File: src/design/pve_pkg.sv
// pve_pkg: shared types and constants of the biased prefix varint encoder
// no dependencies
`timescale 1ns / 1ps
`default_nettype none
package pve_pkg;

   localparam int VALUE_W = 32;
   localparam int BYTE_W  = 8;
   localparam int MAX_BYTES = 5;
   localparam int WORD_W  = BYTE_W * MAX_BYTES;
   localparam int CNT_W   = $clog2(MAX_BYTES + 1);

   // queue between front and back
   localparam int QUEUE_DEPTH = 2;
   localparam int QPTR_W      = $clog2(QUEUE_DEPTH);
   localparam int QCNT_W      = $clog2(QUEUE_DEPTH + 1);

   // special codes
   localparam logic [VALUE_W-1:0] NAN_PATTERN = 32'h8000_0000;
   localparam logic [BYTE_W-1:0]  NAN_CODE    = 8'h20;
   localparam logic [BYTE_W-1:0]  ESC_NEG     = 8'hdf;
   localparam logic [BYTE_W-1:0]  ESC_POS     = 8'he0;

   // magnitude class limits
   localparam logic [VALUE_W-1:0] LIM1 = 32'h0000_0020;
   localparam logic [VALUE_W-1:0] LIM2 = 32'h0000_2020;
   localparam logic [VALUE_W-1:0] LIM3 = 32'h0020_2020;
   localparam logic [VALUE_W-1:0] LIM4 = 32'h1f20_2020;

   // per class offsets, modulo 2^32
   localparam logic [VALUE_W-1:0] OFF_POS1 = 32'h0000_0000;
   localparam logic [VALUE_W-1:0] OFF_NEG1 = 32'h0000_0000 - 32'h0000_00c0;
   localparam logic [VALUE_W-1:0] OFF_POS2 = 32'h0000_4000 - 32'h0000_0020;
   localparam logic [VALUE_W-1:0] OFF_NEG2 = 32'h0000_7fff + 32'h0000_0020;
   localparam logic [VALUE_W-1:0] OFF_POS3 = 32'h0080_0000 - 32'h0000_2020;
   localparam logic [VALUE_W-1:0] OFF_NEG3 = 32'h00bf_ffff + 32'h0000_2020;
   localparam logic [VALUE_W-1:0] OFF_POS4 = 32'hc000_0000 - 32'h0020_2020;
   localparam logic [VALUE_W-1:0] OFF_NEG4 = 32'hffff_ffff + 32'h0020_2020;

   // one classified value: code left aligned, first byte in the top lane
   typedef struct packed {
      logic [WORD_W-1:0] word;
      logic [CNT_W-1:0]  count;
   } pve_entry_type;

   typedef struct packed {
      logic empty;
      logic full;
   } pve_qstat_type;

endpackage
`default_nettype wire

File: src/design/pve_front.sv
// pve_front: classifies one value and builds its left aligned code word
// depends on pve_pkg
`timescale 1ns / 1ps
`default_nettype none
module pve_front (
   input  wire logic                          start,
   input  wire logic signed [pve_pkg::VALUE_W-1:0] req_value,
   input  wire pve_pkg::pve_qstat_type        qstat,
   output logic                               push,
   output pve_pkg::pve_entry_type             entry
);
   import pve_pkg::*;

   logic [VALUE_W-1:0] v;
   logic [VALUE_W-1:0] mag;
   logic [VALUE_W-1:0] offset;
   logic [VALUE_W-1:0] code;
   logic               neg;
   logic               is_nan;
   logic [CNT_W-1:0]   count;

   assign push = start && !qstat.full;

   always_comb begin
      v      = VALUE_W'(req_value);
      neg    = v[VALUE_W-1];
      mag    = neg ? (VALUE_W'(0) - v) : v;
      is_nan = (v == NAN_PATTERN);
      if (mag < LIM1) begin
         count  = CNT_W'(1);
         offset = neg ? OFF_NEG1 : OFF_POS1;
      end else if (mag < LIM2) begin
         count  = CNT_W'(2);
         offset = neg ? OFF_NEG2 : OFF_POS2;
      end else if (mag < LIM3) begin
         count  = CNT_W'(3);
         offset = neg ? OFF_NEG3 : OFF_POS3;
      end else if (mag < LIM4) begin
         count  = CNT_W'(4);
         offset = neg ? OFF_NEG4 : OFF_POS4;
      end else begin
         count  = CNT_W'(MAX_BYTES);
         offset = '0;
      end
      code = v + offset;

      entry.count = count;
      case (count)
         CNT_W'(1): entry.word = {code[BYTE_W-1:0], (WORD_W-BYTE_W)'(0)};
         CNT_W'(2): entry.word = {code[2*BYTE_W-1:0], (WORD_W-2*BYTE_W)'(0)};
         CNT_W'(3): entry.word = {code[3*BYTE_W-1:0], (WORD_W-3*BYTE_W)'(0)};
         CNT_W'(4): entry.word = {code, (WORD_W-VALUE_W)'(0)};
         default:   entry.word = {(neg ? ESC_NEG : ESC_POS), v};
      endcase

      // nan marker overrides the class choice
      if (is_nan) begin
         entry.count = CNT_W'(1);
         entry.word  = {NAN_CODE, (WORD_W-BYTE_W)'(0)};
      end
   end

endmodule
`default_nettype wire

File: src/design/pve_queue.sv
// pve_queue: short fifo of classified words between front and back
// depends on pve_pkg
`timescale 1ns / 1ps
`default_nettype none
module pve_queue (
   input  wire logic                   clock,
   input  wire logic                   reset,
   input  wire logic                   push,
   input  wire pve_pkg::pve_entry_type push_entry,
   input  wire logic                   pop,
   output pve_pkg::pve_entry_type      pop_entry,
   output pve_pkg::pve_qstat_type      qstat
);
   import pve_pkg::*;

   pve_entry_type     slot_ff [QUEUE_DEPTH];
   logic [QPTR_W-1:0] wr_ptr_ff, wr_ptr_in;
   logic [QPTR_W-1:0] rd_ptr_ff, rd_ptr_in;
   logic [QCNT_W-1:0] cnt_ff, cnt_in;

   assign qstat.empty = (cnt_ff == '0);
   assign qstat.full  = (cnt_ff == QCNT_W'(QUEUE_DEPTH));
   assign pop_entry   = slot_ff[rd_ptr_ff];

   always_comb begin
      wr_ptr_in = push ? wr_ptr_ff + QPTR_W'(1) : wr_ptr_ff;
      rd_ptr_in = pop  ? rd_ptr_ff + QPTR_W'(1) : rd_ptr_ff;
      cnt_in    = cnt_ff + QCNT_W'(push) - QCNT_W'(pop);
   end

   always_ff @(posedge clock) begin
      if (reset) begin
         wr_ptr_ff <= '0;
         rd_ptr_ff <= '0;
         cnt_ff    <= '0;
      end else begin
         wr_ptr_ff <= wr_ptr_in;
         rd_ptr_ff <= rd_ptr_in;
         cnt_ff    <= cnt_in;
      end
   end

   always_ff @(posedge clock) begin
      if (push) begin
         slot_ff[wr_ptr_ff] <= push_entry;
      end
   end

`ifndef ASSERT_OFF
   a_cnt_bound: assert property (@(posedge clock) disable iff (reset)
      cnt_ff <= QCNT_W'(QUEUE_DEPTH))
      else $error("queue fill count beyond depth");
   a_no_underflow: assert property (@(posedge clock) disable iff (reset)
      pop |-> !qstat.empty)
      else $error("pop from empty queue");
   a_no_overflow: assert property (@(posedge clock) disable iff (reset)
      push |-> !qstat.full)
      else $error("push into full queue");
`endif

endmodule
`default_nettype wire

File: src/design/pve_back.sv
// pve_back: serializes queued code words, one byte per cycle, registered outputs
// depends on pve_pkg
`timescale 1ns / 1ps
`default_nettype none
module pve_back (
   input  wire logic                        clock,
   input  wire logic                        reset,
   input  wire pve_pkg::pve_qstat_type      qstat,
   input  wire pve_pkg::pve_entry_type      pop_entry,
   output logic                             pop,
   output logic                             rsp_strobe,
   output logic [pve_pkg::BYTE_W-1:0]       rsp_out_byte,
   output logic                             rsp_last
);
   import pve_pkg::*;

   logic [WORD_W-1:0] sh_ff, sh_in;
   logic [CNT_W-1:0]  cnt_ff, cnt_in;
   logic              strobe_ff;
   logic [BYTE_W-1:0] byte_ff;
   logic              last_ff;

   // reload as the final byte of the current word goes out, or while idle
   assign pop = (cnt_ff <= CNT_W'(1)) && !qstat.empty;

   always_comb begin
      if (pop) begin
         sh_in  = pop_entry.word;
         cnt_in = pop_entry.count;
      end else if (cnt_ff != '0) begin
         sh_in  = sh_ff << BYTE_W;
         cnt_in = cnt_ff - CNT_W'(1);
      end else begin
         sh_in  = sh_ff;
         cnt_in = cnt_ff;
      end
   end

   always_ff @(posedge clock) begin
      if (reset) begin
         cnt_ff    <= '0;
         strobe_ff <= 1'b0;
         last_ff   <= 1'b0;
      end else begin
         cnt_ff    <= cnt_in;
         strobe_ff <= (cnt_ff != '0);
         last_ff   <= (cnt_ff == CNT_W'(1));
      end
   end

   always_ff @(posedge clock) begin
      sh_ff   <= sh_in;
      byte_ff <= sh_ff[WORD_W-1 -: BYTE_W];
   end

   assign rsp_strobe   = strobe_ff;
   assign rsp_out_byte = byte_ff;
   assign rsp_last     = last_ff;

`ifndef ASSERT_OFF
   a_last_has_strobe: assert property (@(posedge clock) disable iff (reset)
      rsp_last |-> rsp_strobe)
      else $error("last flag without strobe");
   a_word_contiguous: assert property (@(posedge clock) disable iff (reset)
      rsp_strobe && !rsp_last |=> rsp_strobe)
      else $error("gap inside one encoded value");
   a_cnt_bound: assert property (@(posedge clock) disable iff (reset)
      cnt_ff <= CNT_W'(MAX_BYTES))
      else $error("byte count beyond five");
`endif

endmodule
`default_nettype wire

File: src/design/prefix_varint_int_encoder.sv
// prefix_varint_int_encoder: top level of the biased prefix varint encoder
// depends on pve_pkg, pve_front, pve_queue, pve_back
//
//   channel   ports                                      direction
//   request   start, busy, req_value[31:0] (signed)      in, taken when start && !busy
//   response  rsp_strobe, rsp_out_byte[7:0], rsp_last    out, one byte per strobe cycle
//
// each value becomes 1 to 5 bytes (5 in the escape form), streamed one byte
// per cycle; the byte serializer in the back end sets the rate
// with the back end idle an accepted value goes through the queue slot,
// the serializer load from the queue, then the output register
// a two entry queue lets the front keep taking values while bytes stream out;
// busy is high only while that queue is full
// synchronous active high reset empties the queue and the serializer
// the receiver cannot stall: every strobe cycle delivers one byte
`timescale 1ns / 1ps
`default_nettype none
module prefix_varint_int_encoder (
   input  wire logic                               clock,
   input  wire logic                               reset,
   input  wire logic                               start,
   output logic                                    busy,
   input  wire logic signed [pve_pkg::VALUE_W-1:0] req_value,
   output logic                                    rsp_strobe,
   output logic [pve_pkg::BYTE_W-1:0]              rsp_out_byte,
   output logic                                    rsp_last
);
   import pve_pkg::*;

   pve_qstat_type qstat;
   pve_entry_type push_entry;
   pve_entry_type pop_entry;
   logic          push;
   logic          pop;

   // front: class choice, offset add, left alignment of the code word
   pve_front u_front (
      .start     (start),
      .req_value (req_value),
      .qstat     (qstat),
      .push      (push),
      .entry     (push_entry)
   );

   // decoupling queue
   pve_queue u_queue (
      .clock      (clock),
      .reset      (reset),
      .push       (push),
      .push_entry (push_entry),
      .pop        (pop),
      .pop_entry  (pop_entry),
      .qstat      (qstat)
   );

   // back: byte serializer with registered byte outputs
   pve_back u_back (
      .clock        (clock),
      .reset        (reset),
      .qstat        (qstat),
      .pop_entry    (pop_entry),
      .pop          (pop),
      .rsp_strobe   (rsp_strobe),
      .rsp_out_byte (rsp_out_byte),
      .rsp_last     (rsp_last)
   );

   assign busy = qstat.full;

endmodule
`default_nettype wire
File: config.mk
export PLATFORM = sky130hd
export DESIGN_NAME = prefix_varint_int_encoder
export DESIGN_NICKNAME = d
export VERILOG_FILES = /design/src/design/pve_pkg.sv /design/src/design/pve_front.sv /design/src/design/pve_queue.sv /design/src/design/pve_back.sv /design/src/design/prefix_varint_int_encoder.sv
export SDC_FILE = /design/constraint.sdc
export NUM_CORES = 1
export LEC_CHECK = 0
export BUFFER_PORTS_ARGS = -buffer_cell sky130_fd_sc_hd__buf_2
export CORE_MARGIN = 1.5
export CORE_UTILIZATION = 48
export DETAILED_ROUTE_END_ITERATION = 8
export PLACE_DENSITY = 0.65
export SYNTH_ARGS = -nofsm -noshare
export SYNTH_HDL_FRONTEND = slang
export SYNTH_SLANG_ARGS = --single-unit
File: constraint.sdc
create_clock -name clock -period 16.55 [get_ports clock]
set_clock_uncertainty 0.05 [all_clocks]
set_input_delay 3.31 -clock clock [delete_from_list [all_inputs] [get_ports clock]]
set_output_delay 3.31 -clock clock [all_outputs]
set_load 0.05 [all_outputs]
---- Yosys cells after proc, flatten, opt, wreduce, memory -nomap -nowiden ----
Memories as Yosys holds them, arrays and structs flattened. A register that Yosys moved wholly into a read port is not among the register bits.
Index checks and enable logic that the tools add are counted.
word-level totals
  flip-flop bits (word level) ............. 57
  RAM bits ................................ 86
  input port bits ......................... 35
  logic and storage cells ................. 59
  memories kept ........................... 1
operators by class
  add/sub/neg operators ................... 7
  order comparisons ....................... 5
  equality and inequality tests ........... 7
  multiplexer cells ....................... 24
  reduce and logical (&&, ||, !) cells .... 7
memory list
  memory           depth  width  rd ports  clocked after Yosys merged registers in  wr ports  line             source
  u_queue.slot_ff  2      43     1         1                                        1         pve_queue.sv:16  pve_entry_type slot_ff [QUEUE_DEPTH];
operator list
  operator                                                                count
  32-bit 2-to-1 mux                                                       7
  40-bit one-hot mux with 4 select lines                                  1
  40-bit 2-to-1 mux                                                       2
  43-bit 2-to-1 mux                                                       1
  32-bit adder                                                            1
  32-bit equality test, second input constant                             1
  32-bit by 14-bit < comparator with 1-bit output, second input constant  1
  32-bit by 22-bit < comparator with 1-bit output, second input constant  1
  32-bit by 29-bit < comparator with 1-bit output, second input constant  1
  32-bit by 6-bit < comparator with 1-bit output, second input constant   1
  1-bit by 32-bit subtractor with 32-bit output, first input constant     1
  24-bit 2-to-1 mux                                                       1
  16-bit 2-to-1 mux                                                       1
  3-bit 2-to-1 mux                                                        5
  3-bit by 1-bit equality test with 1-bit output, second input constant   2
  3-bit by 2-bit equality test with 1-bit output, second input constant   2
  6-bit 2-to-1 mux                                                        1
  1-bit 2-to-1 mux                                                        5
  3-bit equality test, second input constant                              1
  3-bit by 1-bit <= comparator with 1-bit output, second input constant   1
  3-bit nonzero test                                                      1
  3-bit by 1-bit subtractor with 3-bit output, second input constant      1
  1-bit adder, second input constant                                      2
  2-bit by 1-bit adder with 2-bit output                                  1
  6 further kinds                                                         8

---- Depth between registers and ports, before layout ----
Gate-level depths: netlist of run 1.
  depth in word-level cells ............... 10
  depth in mapped cells ................... 22
  depth with buffers taken out ............ 19

---- Cells and area by module ----
Synthesis of run 1 repeated with hierarchy kept, for this count alone.
unflattened totals
  cells, all modules ...................... 819
  area total of the unflattened synthesis .. 8809.7 µm²
by module, submodules not included
  module     times used  cells each  area each (µm²)  seq. area each (µm²)
  pve_queue  1           155         3524.6           2682.6
  pve_front  1           475         3218.1           0.0
  pve_back   1           189         2067.0           1461.4

---- Worst setup path before layout of run 1 ----
No wires, ideal clock.
  path kind ............................... input port to flip-flop
  start ................................... input port req_value[8] in the netlist's numbering
  end ..................................... memory u_queue.slot_ff[0][41] in the netlist's numbering, data pin
  library setup time ...................... 260 ps
  arrival time ............................ 8362 ps
  data required time ...................... 16240 ps
  path slack .............................. 7878 ps
  stages .................................. 18
  path buffers ............................ 1
  cells stage by stage .................... or4_1 > or3_4 > nor3_2 > mux2i_1 > nor3_4 > nand3_2 > clkbuf_1 > o211ai_1 > ha_1 > a22o_1 > or4_1 > o21ai_0 > o21ai_1 > a2111oi_0 > o31ai_1 > a21oi_1 > xnor2_1 > a22o_1
RTL lines
  what         line                             source
  from (decl)  prefix_varint_int_encoder.sv:23  input wire logic signed [pve_pkg::VALUE_W-1:0] req_value,
  to (decl)    pve_queue.sv:16

==> flow_summary_export.csv, run 1 <==
group,metric,value,unit
die,placementRows,47,
critical_path,critPathMaxFanout,16,
critical_path,crit_path_end_kind,"register",
grt,antenna_found_initial,0,
min_path,hold_path_class,"register to register",
routing,vias_per_cell,6.04,
cts,cts_tree,"built",
sta,rsz0062_at_grt,"false",
sta,slew_headroom,28.5,%
cts,htree_levels,4,
placement,placedCellCount,1012,
routing,drt-wirelength-per-cell,20.0,µm
die,ios,46,
placement,gp_congestion,0.929,
cts,clk_pin_slew_worst_paths,0.06,ns
layout,layout_commonest_cell,"edfxtp_1",
synthesis,synth_top_family_by_area,"compound AO/OA/AOI/OAI gates",
synthesis,ys_types,75,
die,fp.dieH,134,µm
layout,drive_above_1_share,12.9,%
layout,stdcell_count,1044,
critical_path,crit_required,16.60,ns
placement,numPortBuffers,45,
routing,wirelength,20.9,mm
cts,clockBufferDepth,2,
routing,drtIter0Drc,588,
critical_path,rr_startpoint,"u_back.cnt_ff[1]$_SDFFE_PP0P_",
critical_path,start_kind,"input pin",
die,die_area,18000,µm²
outcome,status,"completed",
sta,tns,0,ns
placement,detailed_place_hpwl,15.3,mm
sta,min_period_over_period,58.3,%
layout,area_delta_synth_final,11.9,%
layout,fin_nets,885,
synthesis,ys_seq_elements,144,
die,initial_core_util,49.4,%
synthesis,synth_xor_area_share,3.29,%
cts,cts-root-buf,"clkbuf_16",
layout,mostFrequentLayoutCells,"edfxtp_1 (126), nand2_1 (70), nor2_1 (60)",
synthesis,seq_area_frac_synth,50.3,%
sta,setup_viol,0,
sta,worstMarginPinSlew,1.07,ns
critical_path,arrival,9.70,ns
routing,vias,6305,
synthesis,synth-edff-count,126,
critical_path,worstSetupStartpoint,"req_value[8]",
cts,hold_buffers,0,
synthesis,synth_top_flop_cell,"edfxtp_1",
synthesis,synth_fp_nets,847,
sta,fmax,0.104,GHz
cts,cts_buffers,17,
die,core_area,16700,µm²
synthesis,synthCells,773,
synthesis,yosys.area_share.simple,14.6,%
synthesis,synth_async_sr_flop_share,0,%
power_and_ir_drop,p_leak,3.45,nW
flow_run,maxCapViolCount,0,
synthesis,synth_compound_gate_area_share,16.7,%
cts,clk_latency,0.41,ns
cts,cts_setup_buffers,0,
min_path,hp-start,"u_back.sh_ff[35]$_DFFE_PP_",
die,dieWidth,134,µm
sta,post-route-min-period,9.65,ns
grt,grt_overflow_total,0,
power_and_ir_drop,ir_drop,0.000146,V
sta,slew_violations,0,
cts,cts_resized,0,
routing,remaining_drc_errors,0,
layout,final_util,55.2,%
routing,drtAntennaViolNets,0,
synthesis,yosys.area_share.adder,6.01,%
cts,clock-sinks,144,
synthesis,avgSynthCellArea,10.7,µm²
layout,fillers,1501,
power_and_ir_drop,powerDensity,146,nW/µm²
routing,drtPass1Iterations,6,
synthesis,yosys_warnings,0,
synthesis,synthMuxAreaShare,6.33,%
sta,finalHoldViolCount,0,
grt,grt_pass1_wl,32.5,mm
grt,grt_pass1_vias,6142,
layout,diodes,0,
synthesis,synth.cell_area,8250,µm²
grt,grt.total_usage,23.7,%
grt,grt_max_degree,75,
critical_path,path_class,"input pin to register",
==> metrics by stage <==
stage / hold slack, ns / power, mW / setup slack (ns) / instance area, µm²
2_1_floorplan: 0.273 / 0.886 / 7.88 / 8250
3_3_place_gp: 0.276 / 0.998 / 6.84 / 8670
3_5_place_dp: 0.277 / 1.01 / 6.68 / 8670
4_1_cts: 0.291 / 1.36 / 7.07 / 9220
5_1_grt: 0.303 / 1.43 / 6.67 / 9220
6_report: 0.290 / 1.35 / 6.90 / 9220
==> registers in the layout, indices dropped and copies added, names as in the netlist, named ones only <==
name,flops
u_back.cnt_ff,3
u_back.rsp_last,1
u_back.rsp_out_byte,8
u_back.rsp_strobe,1
u_back.sh_ff,40
u_queue.cnt_ff,2
u_queue.rd_ptr_ff,1
u_queue.slot_ff,86
u_queue.wr_ptr_ff,1
==> synth_stat cells (6+ instances only) <==
| cell | n | area, µm² |
|---|---|---|
| or2_2 | 6 | 37.5 |
| nand2_1 | 70 | 263 |
| xor2_1 | 14 | 123 |
| a31oi_1 | 7 | 43.8 |
| nand3_1 | 13 | 65.1 |
| xnor2_1 | 17 | 149 |
| a211oi_1 | 12 | 90.1 |
| a21o_1 | 11 | 82.6 |
| o221ai_1 | 9 | 78.8 |
| dfxtp_1 | 18 | 360 |
| and2_1 | 6 | 37.5 |
| o21ai_0 | 60 | 300 |
| a21oi_1 | 41 | 205 |
| nand4_1 | 10 | 62.6 |
| nor2_1 | 61 | 229 |
| inv_1 | 23 | 86.3 |
| o22ai_1 | 9 | 56.3 |
| buf_2 | 8 | 40.0 |
| nor2b_1 | 15 | 93.8 |
| clkbuf_1 | 21 | 78.8 |
| nor3_1 | 16 | 80.1 |
| o21a_1 | 11 | 82.6 |
| edfxtp_1 | 126 | 3780 |
| mux2i_1 | 51 | 510 |
| o21ai_1 | 6 | 30.0 |
| and3_1 | 7 | 43.8 |
| ha_1 | 38 | 475 |
==> critical path: stages <==
cell,delay (ns)
buf_2,0.12
or4_1,0.61
or3_4,0.41
nor3_2,0.42
mux2i_1,0.23
nor3_4,0.30
nand3_2,0.35
o211ai_1,0.67
ha_1,0.43
a22o_1,0.24
or4_1,0.38
o21ai_0,0.44
o21ai_1,0.31
a2111oi_0,0.72
nor2_1,0.19
mux2i_1,0.15
o21ai_0,0.23
a41oi_1,0.18
==> power by group <==
part,switching (mW),internal (mW)
clock network,0.151,0.196
registers,0.0282,0.545
logic,0.296,0.133
==> cell families (layout without fill, tap and decap cells) <==
family,after synthesis,after routing
compound gates,213,213
xor+xnor,31,31
fa+ha+maj,39,39
buf+inv,56,107
flops,144,144
mux,52,52
simple gates,238,238
==> metal layers <==
metal  vias to the layer above  global-route usage [%]  routed length, µm
met2                       231                    40.0               9990
met3                        46                    3.85                892
met5                         -                       0                  0
met1                      3017                    30.6               9280
li1                       3011                       -                  -
met4                         0                    9.38                710
==> area by class of cell <==
| class | count | area [µm²] | share of cell area, % |
|---|---|---|---|
| timing repair buffer | 51 | 270 | 2.93 |
| clock buffer | 17 | 425 | 4.61 |
| inverter | 24 | 90.1 | 0.977 |
| multi-input combinational | 573 | 3890 | 42.2 |
| sequential | 144 | 4150 | 44.9 |
| tap | 220 | 275 | 2.98 |
| clock inverter | 15 | 126 | 1.37 |
==> final timing paths <==
kind                                                          to  slack, ns  depth (start not counted)
worst max register to register      u_queue.cnt_ff[1]$_SDFF_PP0_      13.63                         11
worst min register to register    u_back.rsp_out_byte[3]$_DFF_P_       0.29                          0
worst min-delay path              u_back.rsp_out_byte[3]$_DFF_P_       0.29                          0
worst max-delay path            u_queue.slot_ff[0][39]$_DFFE_PP_       6.90                         18
Note: power is estimated with default switching activity, not from simulation.
==> inputs of run 2 (changes only) <==
==> constraint.sdc (replaced) <==
create_clock -name clock -period 9.71 [get_ports clock]
set_clock_uncertainty 0.05 [all_clocks]
set_input_delay 1.942 -clock clock [delete_from_list [all_inputs] [get_ports clock]]
set_output_delay 1.942 -clock clock [all_outputs]
set_load 0.05 [all_outputs]
==> flow_summary_export.csv, run 2 (same netlist as run 1, synthesis figures left out) <==
group,metric,value,unit
die,placementRows,47,
cts,clockBufferDepth,2,
layout,multi_input_area,3890,µm²
critical_path,crit_required,9.78,ns
critical_path,rrSetupSlack,6.78,ns
layout,final_util,55.3,%
placement,detailed_place_hpwl,15.1,mm
flow_run,maxCapViolCount,0,
outcome,status,"completed",
critical_path,start_kind,"input pin",
cts,cts-root-buf,"clkbuf_16",
routing,drtPass1Iterations,5,
critical_path,critPathMaxFanout,16,
layout,top_register,"u_queue.slot_ff",
sta,rsz0062_at_grt,"false",
sta,tns,0,ns
layout,area_delta_synth_final,11.9,%
routing,drt-wirelength-per-cell,19.5,µm
die,dieWidth,134,µm
grt,antenna_found_initial,0,
routing,drtAntennaViolNets,0,
layout,seqCellArea,4150,µm²
sta,slew_violations,0,
layout,stdcell_count,1043,
cts,cts_setup_buffers,0,
layout,layout_commonest_cell,"edfxtp_1",
cts,cts_buffers,17,
min_path,holdPathEnd,"u_back.rsp_out_byte[4]$_DFF_P_",
sta,min_period_over_period,82.1,%
routing,wirelength,20.4,mm
critical_path,r2r_cells,11,
placement,place_area,8660,µm²
grt,grt_pass1_vias,5994,
grt,grt_max_degree,75,
die,initial_core_util,49.4,%
layout,fin_nets,884,
layout,largest_register_ffs,86,
cts,clk_pin_slew_worst_paths,0.06,ns
routing,remaining_drc_errors,0,
sta,worstMarginPinSlew,1.13,ns
layout,fin_area,9230,µm²
min_path,hold_path_class,"register to register",
sta,whs,0.290,ns
sta,finalHoldViolCount,0,
critical_path,worstSetupStartpoint,"req_value[8]",
grt,grt.total_usage,23.3,%
layout,diodes,0,
placement,placedCellCount,1011,
critical_path,r2r-end,"u_queue.cnt_ff[1]$_SDFF_PP0_",
power_and_ir_drop,ir_drop,0.000230,V
sta,setup_viol,0,
layout,mostFrequentLayoutCells,"edfxtp_1 (126), nand2_1 (70), nor2_1 (60)",
routing,drtIter0Drc,467,
cts,cts_tree,"built",
die,die_area,18000,µm²
grt,grt_pass1_wl,31.7,mm
critical_path,path_class,"input pin to register",
cts,cts_resized,0,
routing,vias,6197,
cts,hold_buffers,0,
sta,slew_headroom,24.2,%
min_path,hp-start,"u_back.sh_ff[36]$_DFFE_PP_",
die,fp.dieH,134,µm
power_and_ir_drop,powerDensity,250,nW/µm²
layout,drive_above_1_share,12.6,%
min_path,holdPathStages,0,
grt,grt_overflow_total,0,
cts,htree_levels,4,
sta,fmax,0.125,GHz
placement,gp_congestion,0.918,
critical_path,rr_startpoint,"u_back.cnt_ff[1]$_SDFFE_PP0P_",
critical_path,arrival,8.05,ns
cts,clock-sinks,144,
cts,clk_latency,0.42,ns
layout,fillers,1477,
power_and_ir_drop,p_leak,3.44,nW
critical_path,crit_path_end_kind,"register",
placement,numPortBuffers,45,
routing,vias_per_cell,5.94,
sta,post-route-min-period,7.98,ns
die,core_area,16700,µm²
die,ios,46,
run 2: cell types whose count changed in the layout (fill, tap and decap cells not counted):
cell | previous run | this run
clkinv_1 | 1 | 2
inv_8 | 1 | 0
bufinv_16 | 0 | 1
clkinvlp_4 | 3 | 5
clkinv_4 | 3 | 4
inv_6 | 7 | 3
buf_4 | 6 | 5
run 2: layout make-up:
cell class,instances,area share (%)
Multi-Input combinational cell,573,42.2
Timing Repair Buffer,50,2.85
Inverter,24,0.976
Tap cell,220,2.98
Sequential cell,144,44.9
Clock inverter,15,1.49
Clock buffer,17,4.61
run 2: metrics by stage:
| step | worst slack (ns) | power (mW) |
|---|---|---|
| CTS | 1.71 | 2.33 |
| floorplan | 2.41 | 1.51 |
| finish | 1.73 | 2.31 |
| global route | 1.31 | 2.44 |
| detailed placement | 1.27 | 1.72 |
| global placement | 1.44 | 1.70 |
run 2: power breakdown:
part           switching, mW  total [mW]  internal, mW
logic                  0.502       0.729         0.227
clock network          0.250       0.603         0.354
registers             0.0475       0.976         0.928
run 2: metal layers:
layer	share of wire [%]	GRT usage (%)	up-vias
li1	-	-	3011
met1	44	29.7	2953
met2	49	39.8	199
met3	4.7	4.27	34
met4	2.5	8.48	0
met5	0	0	-
run 2: critical path, cell delays in order:
cell and delay, ns:
buf_2 0.13, or4_1 0.60, or3_4 0.40, nor3_2 0.45, mux2i_1 0.25, nor3_4 0.32
nand3_2 0.35, o211ai_1 0.61, ha_1 0.41, a22o_1 0.22, or4_1 0.38, o21ai_0 0.36
o21ai_1 0.30, a2111oi_0 0.64, nor2_1 0.19, mux2i_1 0.16, o21ai_0 0.18, a41oi_1 0.15
run 2: worst max path at each step:
stage / slack, ns / end
floorplan: 2.41 / u_queue.slot_ff[0][41]$_DFFE_PP_
CTS: 1.71 / u_queue.slot_ff[0][39]$_DFFE_PP_
finish: 1.73 / u_queue.slot_ff[0][39]$_DFFE_PP_
global placement: 1.44 / u_queue.slot_ff[0][39]$_DFFE_PP_
detailed placement: 1.27 / u_queue.slot_ff[1][39]$_DFFE_PP_
global route: 1.31 / u_queue.slot_ff[0][39]$_DFFE_PP_
==> inputs of run 3 (changes only) <==
--- a/config.mk
+++ b/config.mk
@@ -9,7 +9,7 @@
 export CORE_MARGIN = 1.5
 export CORE_UTILIZATION = 48
 export DETAILED_ROUTE_END_ITERATION = 8
-export PLACE_DENSITY = 0.65
+export PLACE_DENSITY = 0.68
 export SYNTH_ARGS = -nofsm -noshare
 export SYNTH_HDL_FRONTEND = slang
 export SYNTH_SLANG_ARGS = --single-unit
==> constraint.sdc (replaced) <==
create_clock -name clock -period 6.96 [get_ports clock]
set_clock_uncertainty 0.05 [all_clocks]
set_input_delay 1.392 -clock clock [delete_from_list [all_inputs] [get_ports clock]]
set_output_delay 1.392 -clock clock [all_outputs]
set_load 0.05 [all_outputs]
==> flow_summary_export.csv, run 3 (same netlist as run 1, synthesis figures left out) <==
group,metric,value,unit
routing,vias,6409,
power_and_ir_drop,powerDensity,347,nW/µm²
cts,clockBufferDepth,2,
routing,remaining_drc_errors,0,
routing,wirelength,20.7,mm
die,die_area,18000,µm²
critical_path,path_class,"input pin to register",
critical_path,crit_path_end_kind,"register",
power_and_ir_drop,p_leak,3.61,nW
placement,place_ws,-0.126,ns
cts,htree_levels,4,
critical_path,critPathMaxFanout,5,
layout,mostFrequentLayoutCells,"edfxtp_1 (126), nand2_1 (70), nor2_1 (60)",
layout,drive_above_1_share,15.4,%
sta,setup_viol,0,
critical_path,arrival,6.64,ns
grt,grt.total_usage,23.6,%
min_path,hold_path_class,"register to register",
sta,slew_violations,0,
die,fp.dieH,134,µm
cts,cts-root-buf,"clkbuf_16",
cts,clk_pin_slew_worst_paths,0.06,ns
placement,placedCellCount,1037,
layout,stdcell_count,1070,
routing,drtIter0Drc,472,
sta,worstMarginPinSlew,1.04,ns
layout,top_register,"u_queue.slot_ff",
sta,slew_headroom,30.9,%
placement,gp_congestion,0.954,
layout,final_util,56.7,%
routing,drtAntennaViolNets,0,
cts,cts_buffers,17,
layout,fillers,1419,
grt,antenna_found_initial,0,
sta,post-route-min-period,6.57,ns
layout,layout_commonest_cell,"edfxtp_1",
flow_run,maxCapViolCount,0,
critical_path,start_kind,"input pin",
die,placementRows,47,
outcome,status,"completed",
cts,hold_buffers,0,
die,core_area,16700,µm²
layout,fin_nets,912,
placement,numPortBuffers,45,
die,initial_core_util,49.4,%
cts,clock-sinks,144,
sta,fmax,0.152,GHz
critical_path,crit_required,7.03,ns
layout,largest_register_ffs,86,
grt,grt_pass1_wl,32.5,mm
placement,detailed_place_hpwl,15.1,mm
layout,area_delta_synth_final,14.9,%
cts,cts_tree,"built",
die,dieWidth,134,µm
sta,finalHoldViolCount,0,
routing,drtPass1Iterations,5,
grt,grt_max_degree,75,
routing,vias_per_cell,5.99,
sta,min_period_over_period,94.4,%
cts,clk_latency,0.42,ns
die,ios,46,
grt,grt_overflow_total,0,
sta,layout_setup_ws,0.391,ns
power_and_ir_drop,ir_drop,0.000287,V
sta,tns,0,ns
routing,drt-wirelength-per-cell,19.4,µm
sta,rsz0062_at_grt,"false",
layout,diodes,0,
grt,grt_pass1_vias,6247,
==> run 3: worst paths after layout <==
check	from	end	slack (ns)	cells past startpoint
max	req_value[4]	u_queue.slot_ff[1][39]$_DFFE_PP_	0.39	22
min	u_back.sh_ff[38]$_DFFE_PP_	u_back.rsp_out_byte[6]$_DFF_P_	0.29	0
max reg2reg	u_back.cnt_ff[1]$_SDFFE_PP0P_	u_queue.cnt_ff[1]$_SDFF_PP0_	3.98	11
min reg2reg	u_back.sh_ff[38]$_DFFE_PP_	u_back.rsp_out_byte[6]$_DFF_P_	0.29	0
==> run 3: power by group <==
part | switching [mW] | internal [mW]
Clock | 0.338 | 0.562
Sequential | 0.0673 | 1.30
Combinational | 0.696 | 0.330
Total | 1.10 | 2.19
==> run 3: cell type report <==
cell class	count	area, µm²	area share, %
timing repair buffer	78	473	4.99
tap	220	275	2.91
clock buffer	18	429	4.53
inverter	24	90.1	0.951
multi-input combinational	573	3900	41.1
sequential	144	4150	43.8
clock inverter	13	164	1.73
==> run 3: metrics by stage <==
stage          power (mW)  area [µm²]  hold WS (ns)
6_report             3.29        9470         0.289
5_1_grt              3.47        9470         0.296
4_1_cts              3.31        9450         0.288
3_5_place_dp         2.41        8860         0.278
3_3_place_gp         2.38        8860         0.275
2_1_floorplan        2.11        8250         0.273
==> run 3: metal layers <==
layer / part of all wire [%] / global-route usage, % / routed length, µm / vias to the layer above
li1: - / - / - / 3063
met1: 44 / 30.3 / 9110 / 3088
met2: 48 / 40.0 / 9980 / 214
met3: 4.7 / 3.89 / 979 / 44
met4: 3.2 / 9.86 / 664 / 0
met5: 0 / 0 / 0 / -
==> run 3: repair_timing <==
action,in CTS,in global routing
resized for setup,0,1
setup endpoints to repair,0,4
setup buffers,0,2
==> run 3: critical path, cell delays in order <==
cell and delay [ns]:
buf_2 0.11, or4_4 0.57, or3_4 0.44, o2111ai_1 0.20, nor3b_2 0.39, o22ai_1 0.19
o21a_2 0.24, and2_1 0.18, nand2_1 0.09, o211ai_1 0.20, buf_4 0.20, ha_1 0.22
a22o_1 0.23, or4_1 0.38, o21ai_0 0.26, o21ai_1 0.18, a2111oi_0 0.42, buf_4 0.19
nor2_1 0.06, mux2i_1 0.13, o21ai_0 0.20, a41oi_1 0.17
